**src/assert_macros.svh**
```systemverilog
// assertion macros shared by the id registry rtl
// needs clk and rst_n in scope where used
`ifndef ASSERT_MACROS_SVH
`define ASSERT_MACROS_SVH

// property checked on every clock edge outside reset
`define IKHT_ASSERT(label, prop, msg) \
    label: assert property (@(posedge clk) disable iff (!rst_n) (prop)) else $error(msg);

// condition in one cycle implies a result in the next
`define IKHT_ASSERT_NEXT(label, pre, post, msg) \
    label: assert property (@(posedge clk) disable iff (!rst_n) (pre) |=> (post)) \
        else $error(msg);

`endif

```
**src/ikht_pkg.sv**
```systemverilog
// shared types and constants for the id keyed handle table
// no dependencies
package ikht_pkg;

    localparam int DEPTH_DEF  = 16;
    localparam int ID_W       = 32;
    localparam int PL_W       = 32;
    localparam int MODE_W     = 3;
    localparam int SLOT_W     = 4;
    localparam int CAP_W      = 5;
    localparam int STATUS_W   = 3;
    localparam int CFG_IDX_W  = 1;
    localparam int CFG_DATA_W = 32;
    localparam int ENTRY_W    = ID_W + PL_W;

    localparam logic [ID_W-1:0]  ID_ALL_ONES   = '1;
    localparam logic [ID_W-1:0]  ID_ONE        = ID_W'(1);
    localparam logic [ID_W-1:0]  BASE_ID_RESET = ID_W'(1);
    localparam logic [CAP_W-1:0] CAP_RESET     = CAP_W'(16);

    // configuration register indexes
    localparam logic [CFG_IDX_W-1:0] REG_BASE_ID  = 1'b0;
    localparam logic [CFG_IDX_W-1:0] REG_CAPACITY = 1'b1;

    // mode field codes
    localparam logic [MODE_W-1:0] MODE_ADD_AUTO = 3'd0;
    localparam logic [MODE_W-1:0] MODE_ADD_ID   = 3'd1;
    localparam logic [MODE_W-1:0] MODE_GET_ID   = 3'd2;
    localparam logic [MODE_W-1:0] MODE_GET_IDX  = 3'd3;
    localparam logic [MODE_W-1:0] MODE_CLEAR    = 3'd4;

    typedef enum logic [2:0] {
        OP_ADD_AUTO,
        OP_ADD_ID,
        OP_GET_ID,
        OP_GET_IDX,
        OP_CLEAR,
        OP_NOP
    } op_t;

    typedef enum logic [STATUS_W-1:0] {
        ST_OK        = 3'd0,
        ST_FULL      = 3'd1,
        ST_EXHAUSTED = 3'd2,
        ST_INVALID   = 3'd3,
        ST_DUPLICATE = 3'd4,
        ST_NOT_FOUND = 3'd5
    } status_t;

    // classified command handed from front to back
    typedef struct packed {
        op_t               op;
        logic              key_bad;
        logic [ID_W-1:0]   key_id;
        logic [PL_W-1:0]   payload;
        logic [SLOT_W-1:0] slot_index;
    } cmd_t;

    typedef struct packed {
        logic [ID_W-1:0]  base_id;
        logic [CAP_W-1:0] capacity;
    } cfg_t;

endpackage

```
**src/ikht_if.sv**
```systemverilog
// request and response channel interfaces for the id keyed handle table
// depends on ikht_pkg
interface ikht_req_if;
    logic                          valid;
    logic                          ready;
    logic [ikht_pkg::MODE_W-1:0]   mode;
    logic [ikht_pkg::ID_W-1:0]     key_id;
    logic [ikht_pkg::PL_W-1:0]     payload_in;
    logic [ikht_pkg::SLOT_W-1:0]   slot_index;

    modport source (output valid, mode, key_id, payload_in, slot_index, input ready);
    modport sink   (input valid, mode, key_id, payload_in, slot_index, output ready);
endinterface

interface ikht_rsp_if;
    logic                          valid;
    logic                          ready;
    logic [ikht_pkg::STATUS_W-1:0] status;
    logic [ikht_pkg::ID_W-1:0]     result_id;
    logic [ikht_pkg::PL_W-1:0]     result_payload;

    modport source (output valid, status, result_id, result_payload, input ready);
    modport sink   (input valid, status, result_id, result_payload, output ready);
endinterface

```
**src/ikht_ram.sv**
```systemverilog
// generic single write port ram with registered read
// no dependencies
module ikht_ram #(
    parameter int WIDTH = 64,
    parameter int DEPTH = 16,
    parameter int AW    = (DEPTH > 1) ? $clog2(DEPTH) : 1
) (
    input  logic             clk,
    input  logic             we,
    input  logic [AW-1:0]    waddr,
    input  logic [WIDTH-1:0] wdata,
    input  logic [AW-1:0]    raddr,
    output logic [WIDTH-1:0] rdata
);

    logic [WIDTH-1:0] mem [DEPTH];

    // write port and registered read port
    always_ff @(posedge clk)
    begin
        if (we)
        begin
            mem[waddr] <= wdata;
        end
        rdata <= mem[raddr];
    end

endmodule

```
**src/ikht_front.sv**
```systemverilog
// front end: accepts request beats, classifies the mode, queues commands
// depends on ikht_pkg, ikht_req_if and assert_macros.svh
`include "assert_macros.svh"

module ikht_front (
    input  logic           clk,
    input  logic           rst_n,
    ikht_req_if.sink       req,
    output ikht_pkg::cmd_t cmd,
    output logic           cmd_valid,
    input  logic           cmd_pop
);
    import ikht_pkg::*;

    localparam int QD = 2;

    cmd_t       slot_reg [QD];
    logic       wr_ptr_reg, wr_ptr_next;
    logic       rd_ptr_reg, rd_ptr_next;
    logic [1:0] fill_reg, fill_next;
    logic       push;
    cmd_t       cls;

    // classify the incoming beat
    always_comb
    begin
        cls.key_id     = req.key_id;
        cls.payload    = req.payload_in;
        cls.slot_index = req.slot_index;
        cls.key_bad    = (req.key_id == '0) || (req.key_id == ID_ALL_ONES);
        unique case (req.mode)
            MODE_ADD_AUTO: cls.op = OP_ADD_AUTO;
            MODE_ADD_ID:   cls.op = OP_ADD_ID;
            MODE_GET_ID:   cls.op = OP_GET_ID;
            MODE_GET_IDX:  cls.op = OP_GET_IDX;
            MODE_CLEAR:    cls.op = OP_CLEAR;
            default:       cls.op = OP_NOP;
        endcase
    end

    // queue handshake
    assign req.ready = (fill_reg != 2'(QD));
    assign push      = req.valid && req.ready;
    assign cmd_valid = (fill_reg != '0);
    assign cmd       = slot_reg[rd_ptr_reg];

    always_comb
    begin
        wr_ptr_next = push ? ~wr_ptr_reg : wr_ptr_reg;
        rd_ptr_next = cmd_pop ? ~rd_ptr_reg : rd_ptr_reg;
        fill_next   = fill_reg + 2'(push) - 2'(cmd_pop);
    end

    always_ff @(posedge clk or negedge rst_n)
    begin
        if (!rst_n)
        begin
            wr_ptr_reg <= 1'b0;
            rd_ptr_reg <= 1'b0;
            fill_reg   <= '0;
        end
        else
        begin
            wr_ptr_reg <= wr_ptr_next;
            rd_ptr_reg <= rd_ptr_next;
            fill_reg   <= fill_next;
        end
    end

    // queue storage
    always_ff @(posedge clk)
    begin
        if (push)
        begin
            slot_reg[wr_ptr_reg] <= cls;
        end
    end

    `IKHT_ASSERT(a_fill_bound, fill_reg <= 2'(QD), "command queue overfilled")
    `IKHT_ASSERT(a_pop_nonempty, cmd_pop |-> cmd_valid, "pop from empty command queue")

endmodule

```
**src/ikht_back.sv**
```systemverilog
// back end: owns the entry ram, count and id counter, scans and answers
// depends on ikht_pkg, ikht_rsp_if, ikht_ram and assert_macros.svh
`include "assert_macros.svh"

module ikht_back #(
    parameter int DEPTH = ikht_pkg::DEPTH_DEF
) (
    input  logic           clk,
    input  logic           rst_n,
    input  ikht_pkg::cfg_t cfg,
    input  ikht_pkg::cmd_t cmd,
    input  logic           cmd_valid,
    output logic           cmd_pop,
    ikht_rsp_if.source     rsp
);
    import ikht_pkg::*;

    localparam int IDX_W = (DEPTH > 1) ? $clog2(DEPTH) : 1;
    localparam int CNT_W = $clog2(DEPTH + 1);
    localparam int CMP_W = (CNT_W > CAP_W) ? CNT_W : CAP_W;

    typedef enum logic [1:0] {
        S_IDLE = 2'b01,
        S_SCAN = 2'b10
    } state_t;

    state_t            state_reg, state_next;
    op_t               op_reg, op_next;
    logic [ID_W-1:0]   key_reg, key_next;
    logic [PL_W-1:0]   pl_reg, pl_next;
    logic [CNT_W-1:0]  ptr_reg, ptr_next;
    logic [CNT_W-1:0]  lim_reg, lim_next;
    logic              pend_reg, pend_next;
    logic [CNT_W-1:0]  count_reg, count_next;
    logic [ID_W-1:0]   next_id_reg, next_id_next;
    logic              rsp_valid_reg, rsp_valid_next;
    status_t           status_reg, status_next;
    logic [ID_W-1:0]   id_reg, id_next;
    logic [PL_W-1:0]   pl_out_reg, pl_out_next;

    logic              ram_we;
    logic [IDX_W-1:0]  ram_waddr;
    logic [ENTRY_W-1:0] ram_wdata;
    logic [ENTRY_W-1:0] ram_rdata;
    logic [ID_W-1:0]   rd_id;
    logic [PL_W-1:0]   rd_pl;

    logic              out_free;
    logic              full;
    logic              idx_ok;
    logic              issue;
    logic              hit;
    logic [ID_W-1:0]   start_id;
    logic [CMP_W-1:0]  count_ext;
    logic [CMP_W-1:0]  slot_ext;

    logic              scan_ok;
    logic              fail_clean;
    logic              clear_pop;

    ikht_ram #(
        .WIDTH (ENTRY_W),
        .DEPTH (DEPTH),
        .AW    (IDX_W)
    ) u_ram (
        .clk   (clk),
        .we    (ram_we),
        .waddr (ram_waddr),
        .wdata (ram_wdata),
        .raddr (ptr_reg[IDX_W-1:0]),
        .rdata (ram_rdata)
    );

    // decode helpers
    assign rd_id     = ram_rdata[ENTRY_W-1:PL_W];
    assign rd_pl     = ram_rdata[PL_W-1:0];
    assign out_free  = !rsp_valid_reg || rsp.ready;
    assign count_ext = CMP_W'(count_reg);
    assign slot_ext  = CMP_W'(cmd.slot_index);
    assign full      = (count_ext >= CMP_W'(cfg.capacity)) || (count_ext >= CMP_W'(DEPTH));
    assign idx_ok    = (slot_ext < count_ext) && (slot_ext < CMP_W'(DEPTH));
    assign start_id  = (cfg.base_id != '0) ? cfg.base_id : ID_ONE;
    assign issue     = (ptr_reg < lim_reg);
    assign hit       = pend_reg && ((op_reg == OP_GET_IDX) || (rd_id == key_reg));

    // response port
    assign rsp.valid          = rsp_valid_reg;
    assign rsp.status         = status_reg;
    assign rsp.result_id      = id_reg;
    assign rsp.result_payload = pl_out_reg;

    // command sequencer
    always_comb
    begin
        state_next     = state_reg;
        op_next        = op_reg;
        key_next       = key_reg;
        pl_next        = pl_reg;
        ptr_next       = ptr_reg;
        lim_next       = lim_reg;
        pend_next      = 1'b0;
        count_next     = count_reg;
        next_id_next   = next_id_reg;
        rsp_valid_next = rsp_valid_reg && !rsp.ready;
        status_next    = status_reg;
        id_next        = id_reg;
        pl_out_next    = pl_out_reg;
        ram_we         = 1'b0;
        ram_waddr      = count_reg[IDX_W-1:0];
        ram_wdata      = {next_id_reg, cmd.payload};
        cmd_pop        = 1'b0;

        unique case (state_reg)
            S_IDLE:
            begin
                if (cmd_valid && out_free)
                begin
                    cmd_pop  = 1'b1;
                    op_next  = cmd.op;
                    key_next = cmd.key_id;
                    pl_next  = cmd.payload;
                    unique case (cmd.op)
                        OP_ADD_AUTO:
                        begin
                            rsp_valid_next = 1'b1;
                            id_next        = '0;
                            pl_out_next    = '0;
                            if (full)
                            begin
                                status_next = ST_FULL;
                            end
                            else if ((next_id_reg == '0) || (next_id_reg == ID_ALL_ONES))
                            begin
                                status_next = ST_EXHAUSTED;
                            end
                            else
                            begin
                                ram_we       = 1'b1;
                                count_next   = count_reg + CNT_W'(1);
                                next_id_next = next_id_reg + ID_ONE;
                                status_next  = ST_OK;
                                id_next      = next_id_reg;
                                pl_out_next  = cmd.payload;
                            end
                        end
                        OP_ADD_ID, OP_GET_ID:
                        begin
                            if ((cmd.op == OP_ADD_ID) && (full || cmd.key_bad))
                            begin
                                rsp_valid_next = 1'b1;
                                status_next    = full ? ST_FULL : ST_INVALID;
                                id_next        = '0;
                                pl_out_next    = '0;
                            end
                            else
                            begin
                                ptr_next   = '0;
                                lim_next   = count_reg;
                                state_next = S_SCAN;
                            end
                        end
                        OP_GET_IDX:
                        begin
                            if (idx_ok)
                            begin
                                ptr_next   = slot_ext[CNT_W-1:0];
                                lim_next   = slot_ext[CNT_W-1:0] + CNT_W'(1);
                                state_next = S_SCAN;
                            end
                            else
                            begin
                                rsp_valid_next = 1'b1;
                                status_next    = ST_NOT_FOUND;
                                id_next        = '0;
                                pl_out_next    = '0;
                            end
                        end
                        OP_CLEAR:
                        begin
                            count_next     = '0;
                            next_id_next   = start_id;
                            rsp_valid_next = 1'b1;
                            status_next    = ST_OK;
                            id_next        = '0;
                            pl_out_next    = '0;
                        end
                        default:
                        begin
                            rsp_valid_next = 1'b1;
                            status_next    = ST_OK;
                            id_next        = '0;
                            pl_out_next    = '0;
                        end
                    endcase
                end
            end
            S_SCAN:
            begin
                // one read issued per cycle, checked the cycle after
                pend_next = issue;
                ptr_next  = issue ? ptr_reg + CNT_W'(1) : ptr_reg;
                if (hit)
                begin
                    state_next     = S_IDLE;
                    rsp_valid_next = 1'b1;
                    if (op_reg == OP_ADD_ID)
                    begin
                        status_next = ST_DUPLICATE;
                        id_next     = '0;
                        pl_out_next = '0;
                    end
                    else
                    begin
                        status_next = ST_OK;
                        id_next     = rd_id;
                        pl_out_next = rd_pl;
                    end
                end
                else if (!issue)
                begin
                    state_next     = S_IDLE;
                    rsp_valid_next = 1'b1;
                    if (op_reg == OP_ADD_ID)
                    begin
                        ram_we       = 1'b1;
                        ram_wdata    = {key_reg, pl_reg};
                        count_next   = count_reg + CNT_W'(1);
                        next_id_next = (key_reg >= next_id_reg) ? key_reg + ID_ONE
                                                                : next_id_reg;
                        status_next  = ST_OK;
                        id_next      = key_reg;
                        pl_out_next  = pl_reg;
                    end
                    else
                    begin
                        status_next = ST_NOT_FOUND;
                        id_next     = '0;
                        pl_out_next = '0;
                    end
                end
            end
            default:
            begin
                state_next = S_IDLE;
            end
        endcase
    end

    // control state
    always_ff @(posedge clk or negedge rst_n)
    begin
        if (!rst_n)
        begin
            state_reg     <= S_IDLE;
            pend_reg      <= 1'b0;
            count_reg     <= '0;
            next_id_reg   <= BASE_ID_RESET;
            rsp_valid_reg <= 1'b0;
        end
        else
        begin
            state_reg     <= state_next;
            pend_reg      <= pend_next;
            count_reg     <= count_next;
            next_id_reg   <= next_id_next;
            rsp_valid_reg <= rsp_valid_next;
        end
    end

    // command and result payload
    always_ff @(posedge clk)
    begin
        op_reg     <= op_next;
        key_reg    <= key_next;
        pl_reg     <= pl_next;
        ptr_reg    <= ptr_next;
        lim_reg    <= lim_next;
        status_reg <= status_next;
        id_reg     <= id_next;
        pl_out_reg <= pl_out_next;
    end

    // assertion helpers
    assign scan_ok    = (state_reg != S_SCAN) || (ptr_reg <= lim_reg);
    assign fail_clean = !rsp_valid_reg || (status_reg == ST_OK)
                        || ((id_reg == '0) && (pl_out_reg == '0));
    assign clear_pop  = cmd_pop && (cmd.op == OP_CLEAR);

    `IKHT_ASSERT(a_count_bound, count_reg <= CNT_W'(DEPTH), "entry count beyond depth")
    `IKHT_ASSERT(a_scan_bound, scan_ok, "scan ran past limit")
    `IKHT_ASSERT(a_fail_zero, fail_clean, "failed beat carries data")
    `IKHT_ASSERT_NEXT(a_clear_empties, clear_pop, count_reg == '0, "clear left entries")

endmodule

```
**src/id_keyed_handle_table.sv**
```systemverilog
// Id keyed handle table: up to DEPTH (id, payload) entries filled in insertion order,
// with add by issued id, add by given id, get by id, get by slot and clear. Requests
// go into a two-beat command queue, so the request side keeps flowing while the
// executor works. Add with issued id, clear, failed checks and undefined modes are
// answered without a scan; add with given id and get by id scan the filled slots one
// per cycle through the single read port of the entry ram; get by slot reads one slot.
// One command runs at a time. A new base id takes effect at the next clear.
// depends on ikht_pkg, ikht_if, ikht_front, ikht_back
module id_keyed_handle_table #(
    parameter int DEPTH = ikht_pkg::DEPTH_DEF
) (
    input  logic                            clk,
    input  logic                            rst_n,
    ikht_req_if.sink                        req,
    ikht_rsp_if.source                      rsp,
    input  logic                            cfg_we,
    input  logic [ikht_pkg::CFG_IDX_W-1:0]  cfg_index,
    input  logic [ikht_pkg::CFG_DATA_W-1:0] cfg_data
);
    import ikht_pkg::*;

    cfg_t cfg_reg, cfg_next;
    cmd_t cmd;
    logic cmd_valid;
    logic cmd_pop;

    // configuration register writes
    always_comb
    begin
        cfg_next = cfg_reg;
        if (cfg_we)
        begin
            unique case (cfg_index)
                REG_BASE_ID:  cfg_next.base_id  = cfg_data[ID_W-1:0];
                REG_CAPACITY: cfg_next.capacity = cfg_data[CAP_W-1:0];
                default:      cfg_next = cfg_reg;
            endcase
        end
    end

    always_ff @(posedge clk or negedge rst_n)
    begin
        if (!rst_n)
        begin
            cfg_reg.base_id  <= BASE_ID_RESET;
            cfg_reg.capacity <= CAP_RESET;
        end
        else
        begin
            cfg_reg <= cfg_next;
        end
    end

    ikht_front u_front (
        .clk       (clk),
        .rst_n     (rst_n),
        .req       (req),
        .cmd       (cmd),
        .cmd_valid (cmd_valid),
        .cmd_pop   (cmd_pop)
    );

    ikht_back #(
        .DEPTH (DEPTH)
    ) u_back (
        .clk       (clk),
        .rst_n     (rst_n),
        .cfg       (cfg_reg),
        .cmd       (cmd),
        .cmd_valid (cmd_valid),
        .cmd_pop   (cmd_pop),
        .rsp       (rsp)
    );

endmodule

```
**src/flat_wrapper.sv**
```systemverilog
// flat-port wrapper written by rule: the top's interface ports become plain ports
module id_keyed_handle_table_flat import ikht_pkg::*;
#(
    parameter int DEPTH = ikht_pkg::DEPTH_DEF
)
  (clk, rst_n, cfg_we, cfg_index, cfg_data, req_valid, req_mode, req_key_id, req_payload_in, req_slot_index, req_ready, rsp_valid, rsp_status, rsp_result_id, rsp_result_payload, rsp_ready);
  ikht_req_if req_i ();
  ikht_rsp_if rsp_i ();
  input  logic clk;
  input  logic rst_n;
  input  logic cfg_we;
  input  logic [ikht_pkg::CFG_IDX_W-1:0] cfg_index;
  input  logic [ikht_pkg::CFG_DATA_W-1:0] cfg_data;
  input wire logic [$bits(req_i.valid)-1:0] req_valid;
  input wire logic [$bits(req_i.mode)-1:0] req_mode;
  input wire logic [$bits(req_i.key_id)-1:0] req_key_id;
  input wire logic [$bits(req_i.payload_in)-1:0] req_payload_in;
  input wire logic [$bits(req_i.slot_index)-1:0] req_slot_index;
  output wire logic [$bits(req_i.ready)-1:0] req_ready;
  output wire logic [$bits(rsp_i.valid)-1:0] rsp_valid;
  output wire logic [$bits(rsp_i.status)-1:0] rsp_status;
  output wire logic [$bits(rsp_i.result_id)-1:0] rsp_result_id;
  output wire logic [$bits(rsp_i.result_payload)-1:0] rsp_result_payload;
  input wire logic [$bits(rsp_i.ready)-1:0] rsp_ready;
  assign req_i.valid = req_valid;
  assign req_i.mode = req_mode;
  assign req_i.key_id = req_key_id;
  assign req_i.payload_in = req_payload_in;
  assign req_i.slot_index = req_slot_index;
  assign req_ready = req_i.ready;
  assign rsp_valid = rsp_i.valid;
  assign rsp_status = rsp_i.status;
  assign rsp_result_id = rsp_i.result_id;
  assign rsp_result_payload = rsp_i.result_payload;
  assign rsp_i.ready = rsp_ready;
  id_keyed_handle_table #(.DEPTH(DEPTH)) u_core (.clk(clk), .rst_n(rst_n), .req(req_i), .rsp(rsp_i), .cfg_we(cfg_we), .cfg_index(cfg_index), .cfg_data(cfg_data));
endmodule
```
**config.mk**
```make
export PLATFORM = sky130hd
export DESIGN_NAME = id_keyed_handle_table_flat
export DESIGN_NICKNAME = d
export VERILOG_FILES = /design/src/ikht_pkg.sv /design/src/ikht_if.sv /design/src/ikht_ram.sv /design/src/ikht_front.sv /design/src/ikht_back.sv /design/src/id_keyed_handle_table.sv /design/src/flat_wrapper.sv
export VERILOG_INCLUDE_DIRS = /design/src /design/src/src
export SDC_FILE = /design/constraint.sdc
export NUM_CORES = 2
export LEC_CHECK = 0
export BUFFER_PORTS_ARGS = -buffer_cell sky130_fd_sc_hd__buf_2
export CORE_MARGIN = 3
export CORE_UTILIZATION = 53
export DETAILED_ROUTE_END_ITERATION = 8
export PLACE_DENSITY = 0.7
export SYNTH_ARGS = -nofsm -noshare
export SYNTH_HDL_FRONTEND = slang
export SYNTH_HIERARCHICAL = 1
export SYNTH_SLANG_ARGS = --single-unit
```
**constraint.sdc**
```tcl
create_clock -name clk -period 14.7 [get_ports clk]
set_input_delay 0 -clock clk [delete_from_list [all_inputs] [get_ports clk]]
set_output_delay 0 -clock clk [all_outputs]
set_load 0.005 [all_outputs]
```
# Word-level counts from Yosys, hierarchy flattened
# Memories as Yosys holds them, arrays and structs flattened. A register that Yosys moved wholly into a read port is not among the register bits.
# Index checks and enable logic that the tools add are counted.
[word_totals]
ff_bits = 226
ramBits = 1168
input_bits = 109
elab_cells = 194
memories = 2
[op_classes]
add_sub_neg = 7
order_cmp = 6
eq_ne = 33
mux = 93
bitwise_logic = 3
reduce_logical = 32
[mem_list]
columns = ["memory", "words", "width", "rd", "rd_ports_with_merged_regs", "write_ports", "line_no", "source"]
rows = [
  ["u_core.u_back.u_ram.mem", 16, 64, 1, 1, 1, "ikht_ram.sv:16", "logic [WIDTH-1:0] mem [DEPTH];"],
  ["u_core.u_front.slot_reg", 2, 72, 1, 0, 1, "ikht_front.sv:17", "cmd_t slot_reg [QD];"],
]
[op_table]
columns = ["cell", "n"]
rows = [
  ["two-way mux 32 bit", 24],
  ["two-way mux 64 bit", 4],
  ["case mux 32 bit (2 select lines)", 4],
  ["case mux 32 bit (3 select lines)", 2],
  ["adder 32 x 1 -> 32 bit, second input constant", 2],
  ["equality test 32 bit, second input constant", 2],
  ["zero test 32 bit", 2],
  ["two-way mux 5 bit", 12],
  ["case mux 5 bit (2 select lines)", 5],
  ["equality test 32 bit", 1],
  [">= comparator 32 bit", 1],
  ["nonzero test 32 bit", 1],
  ["two-way mux 3 bit", 7],
  ["inequality test 3 bit, second input constant", 7],
  ["two-way mux 1 bit", 19],
  ["inequality test 2 bit, second input constant", 9],
  ["two-way mux 2 bit", 8],
  ["equality test 3 x 2 -> 1 bit, second input constant", 5],
  ["case mux 3 bit (5 select lines)", 1],
  ["AND reduction 5 bit", 3],
  ["adder 5 x 1 -> 5 bit, second input constant", 2],
  ["equality test 3 x 1 -> 1 bit, second input constant", 3],
  ["case mux 3 bit (3 select lines)", 1],
  ["AND reduction 9 bit", 1],
  ["26 further kinds", 48],
]

# Longest topological paths before layout
[logic_depth]
word_depth = 9
mapped_depth = 12

# Modules after synthesis
# The synthesis kept the hierarchy.
[modules_own_cells]
columns = ["mod", "n_inst", "cells_each", "area_per_inst_um2", "seq_area_each_um2"]
rows = [
  ["ikht_ram", 1, 1647, 39583.0, 32030.7],
  ["ikht_back", 1, 1299, 12279.3, 5352.6],
  ["ikht_front", 1, 265, 5527.8, 4424.2],
  ["id_keyed_handle_table", 1, 80, 1546.5, 928.4],
]

# Worst setup path after synthesis
# Ideal clock, no wire load.
[synth_path]
kind = "register -> register"
start = "register u_core.u_front.rd_ptr_reg"
end = "memory u_core.u_back.u_ram.mem[0][0], enable pin"
setup_ps = 565
arrival_time_ps = 7102
setup_slack_ps = 7033
path_stages_with_launch = 11
n_path_buf = 2
cell_sequence = "dfrtp_1 -> buf_2 -> buf_2 -> mux2_2 -> nor2_1 -> o21ai_0 -> a31o_4 -> or4_1 -> a21oi_1 -> or3b_2 -> nor3_1"
[synth_lines]
columns = ["element", "line_no", "source"]
rows = [
  ["start, declared", "ikht_front.sv:19", "logic rd_ptr_reg, rd_ptr_next;"],
  ["start signal, assigned", "ikht_front.sv:65", "rd_ptr_reg <= rd_ptr_next;"],
  ["end, declared", "ikht_ram.sv:16", ""],
]

==> summary.md <==
| Metric | Value |
|---|---|
| Status | `finished, final reports clean` |
| Async set-reset flop share out of synthesis | `5.624%` |
| # DRC | `0` |
| Port Buffers | `177` |
| CTS buffer count | `147` |
| Worst Max-Slew Pin Slew | `1.143 ns` |
| Storage element area | `42,740 um2` |
| Vias in the first global route | `33,130` |
| Skew-Pair Late Insertion Delay | `0.76 ns` |
| Final Hold Fails | `0` |
| Cell Pwr Density | `199.5 nW/um2` |
| Drt initial violations | `3,635` |
| Setup TNS | `0 ns` |
| CTS tree | `done` |
| Util after Layout | `62.28%` |
| Tot Pwr | `13.62 mW` |
| Critical path arrival | `5.71 ns` |
| Slowest-stage cell, CP | `dfrtp_4` |
| Number of antenna diodes | `0` |
| Fin nets | `3,851` |
| Yosys reg bits | `1,458` |
| Post-synthesis cell area | `58,940 um2` |
| DRT Pass-1 Iters | `5` |
| YS warnings | `6` |
| Commonest non-fill, non-tap cell in the layout | `edfxtp_1` |
| Dpl ws | `9.398 ns` |
| CP delay by family, top | `simple AND/OR/NAND/NOR gates` |
| Max_slew headroom | `23.79%` |
| Syn nets | `3,454` |
| Crit path launch type | `flip-flop` |
| First-pass GRT wire length | `217,200 um` |
| Longest Clk Path Bufs | `3` |
| CP Class | `flip-flop to flip-flop` |
| R2R setup slack | `9.36 ns` |
| RD Place Congestion | `0.9249` |
| Max FO, Critical Path | `41` |
| # fillers | `7,662` |
| Largest net degree at the start of global routing | `133` |
| H-tree levels | `4` |
| Maximum clock frequency | `187.2 MHz` |
| R2R depth | `9` |
| Crit path from | `u_core/u_front/rd_ptr_reg` |
| Starting Density | `53.77%` |
| WP data required | `15.07 ns` |
| Max FFs per register | `1,024` |
| FF-to-FF End | `u_core/u_back/u_ram/mem[1][3]` |
| Levels on crit path | `9` |
| Syn-to-layout area delta | `15.83%` |
| Chip Height | `339.5 um` |
| Worst path buffer plus inverter count | `1` |
| Synthesized instance count | `3,291` |
| Die footprint | `115,200 um2` |
| Grt ovf | `0` |
| Endpoints failing setup | `0` |
| Main synth FF type | `edfxtp_1` |
| Max-cap check violation count | `0` |
| Peak VDD IR | `165.9 uV` |
| # rows | `121` |
| Area of the multi-input gates | `15,220 um2` |
| Count of different cell masters after synthesis | `79` |
| Synth area leaders | `edfxtp_1, mux4_2, dfrtp_1` |
| Final WS setup | `9.358 ns` |
| Crit. End Element | `flip-flop` |
| Worst min path class | `input pin to flip-flop` |
| Most frequent cells in the layout | `edfxtp_1, mux4_2, nand2_1` |
| Final min period | `5.342 ns` |
| CP cell instances | `mux2_2 > nor2_1 > o21ai_0 > a31o_4 > or4_1 > a21oi_1 > or3b_2 > nor2_4 > buf_4` |
| Post-Syn Area per Cell | `17.91 um2` |
| Crit-path max cell delay | `0.78 ns` |
| Static leakage | `23.07 nW` |
| Core ar. | `109,600 um2` |
| Vias per std cell | `6.149` |
| Per-cell routed wire length | `27.66 um` |
| Final ANT Viol Nets | `0` |
| Clock Sink Count | `1,458` |
| Tcrit/Tclk final | `36.34%` |
| Unrepaired setup endpoints after global routing | `false` |
| All-layer global routing usage | `25.40%` |
| Top-area cell type share of the netlist area | `66.85%` |
| Dpl hpwl | `83,270 um` |
| Final wirelength | `146,300 um` |
| Initial antenna violation count | `8` |
| End point of the critical path | `u_core/u_back/u_ram/mem[1][3]` |
| Worst-path clk slew | `0.06 ns` |
| Root Buffer | `clkbuf_16` |
| Share of cells above drive strength 1 | `24.59%` |
| Synth area leader | `edfxtp_1` |
| Die X | `339.5 um` |
| I/O pins | `178` |
| Post-synth EDFFs | `1,312` |
| Hold Path Depth | `2` |
| Final Slew Violations | `0` |
| Worst hold start | `req_key_id[29]` |
| Final Skew | `0.03130 ns` |
| Worst R2R Start | `u_core/u_front/rd_ptr_reg` |
| Via Count | `32,530` |
| Sequential fraction of the synthesis area | `72.51%` |
[power breakdown]
| part | switching, mW | total [mW] | internal [mW] |
|---|---|---|---|
| logic | 2.51 | 4.02 | 1.50 |
| registers | 0.399 | 5.91 | 5.51 |
| clock network | 1.58 | 3.69 | 2.11 |
[per-layer routing]
layer	part of all wire, %	wire length, um	up-vias	global-route usage [%]
li1	-	-	13970	-
met1	40	59200	16810	35.85
met2	48	69780	1476	39.89
met3	7.8	11350	277	4.231
met4	4.1	5926	4	10.34
met5	0.040	58	-	0
[cells by family (layout without fill, tap and decap cells)]
logic type / count (synthesis) / count (layout) / synth area share, %
DFF: 1458 / 1458 / 72.51
muxes: 436 / 436 / 13.40
adders and majority gates: 54 / 54 / 1.146
and+or+nand+nor: 562 / 562 / 4.488
xor gates and xnor gates: 88 / 88 / 1.308
buffers and inverters: 252 / 775 / 2.023
AOI/OAI and AO/OA: 441 / 441 / 5.121
[worst reg2reg max path: cells and delay by family, from the launching register on]
family	cells	cell delay (ns)
and+or+nand+nor	4	2.07
muxes	1	0.47
AOI/OAI and AO/OA	3	0.91
buffers and inverters	1	0.70
DFF	1	0.78
[worst min path at each step]
stage,endpoint,slack [ns]
after CTS,u_core/u_front/slot_reg[0][36],0.0006
after global routing,u_core/u_front/slot_reg[0][65],0.02
final,u_core/u_front/slot_reg[0][65],0.03
after global placement,u_core/cfg_reg[27],-0.07
after detailed placement,u_core/cfg_reg[29],-0.07
after floorplan,u_core/cfg_reg[0],-0.30
[layout make-up]
cell class	count	area share (%)
sequential	1458	62.61
multi-input combinational	1581	22.29
clock buffer	200	5.815
timing repair buffer	443	5.066
tap	1476	2.705
clock inverter	75	1.200
inverter	57	0.3152
[synth_stat cells, types with 54 or more instances]
cell type,number
a22oi_1,129
clkbuf_1,106
dfrtp_1,78
dfxtp_1,64
edfxtp_1,1312
ha_1,54
inv_1,57
mux2_2,145
mux4_2,256
nand2_1,251
nand3_1,71
nor2_1,95
o21ai_0,105
xor2_1,55
[per-stage QoR]
stage                     hold WS [ns]  cells  instance area [um2]
after floorplan                -0.2956   3291                58940
after global placement        -0.07340   4805                61370
after detailed placement      -0.07146   4805                61370
after CTS                    0.0005595   5290                68270
after global routing           0.02425   5290                68270
final                          0.03315   5290                68270
[repair_timing]
item	in CTS	in global routing
hold buffers	210	0
hold endpoints to repair	317	0
setup buffers	0	0
resized for setup	0	0
Power figures use the tool's default switching activity.
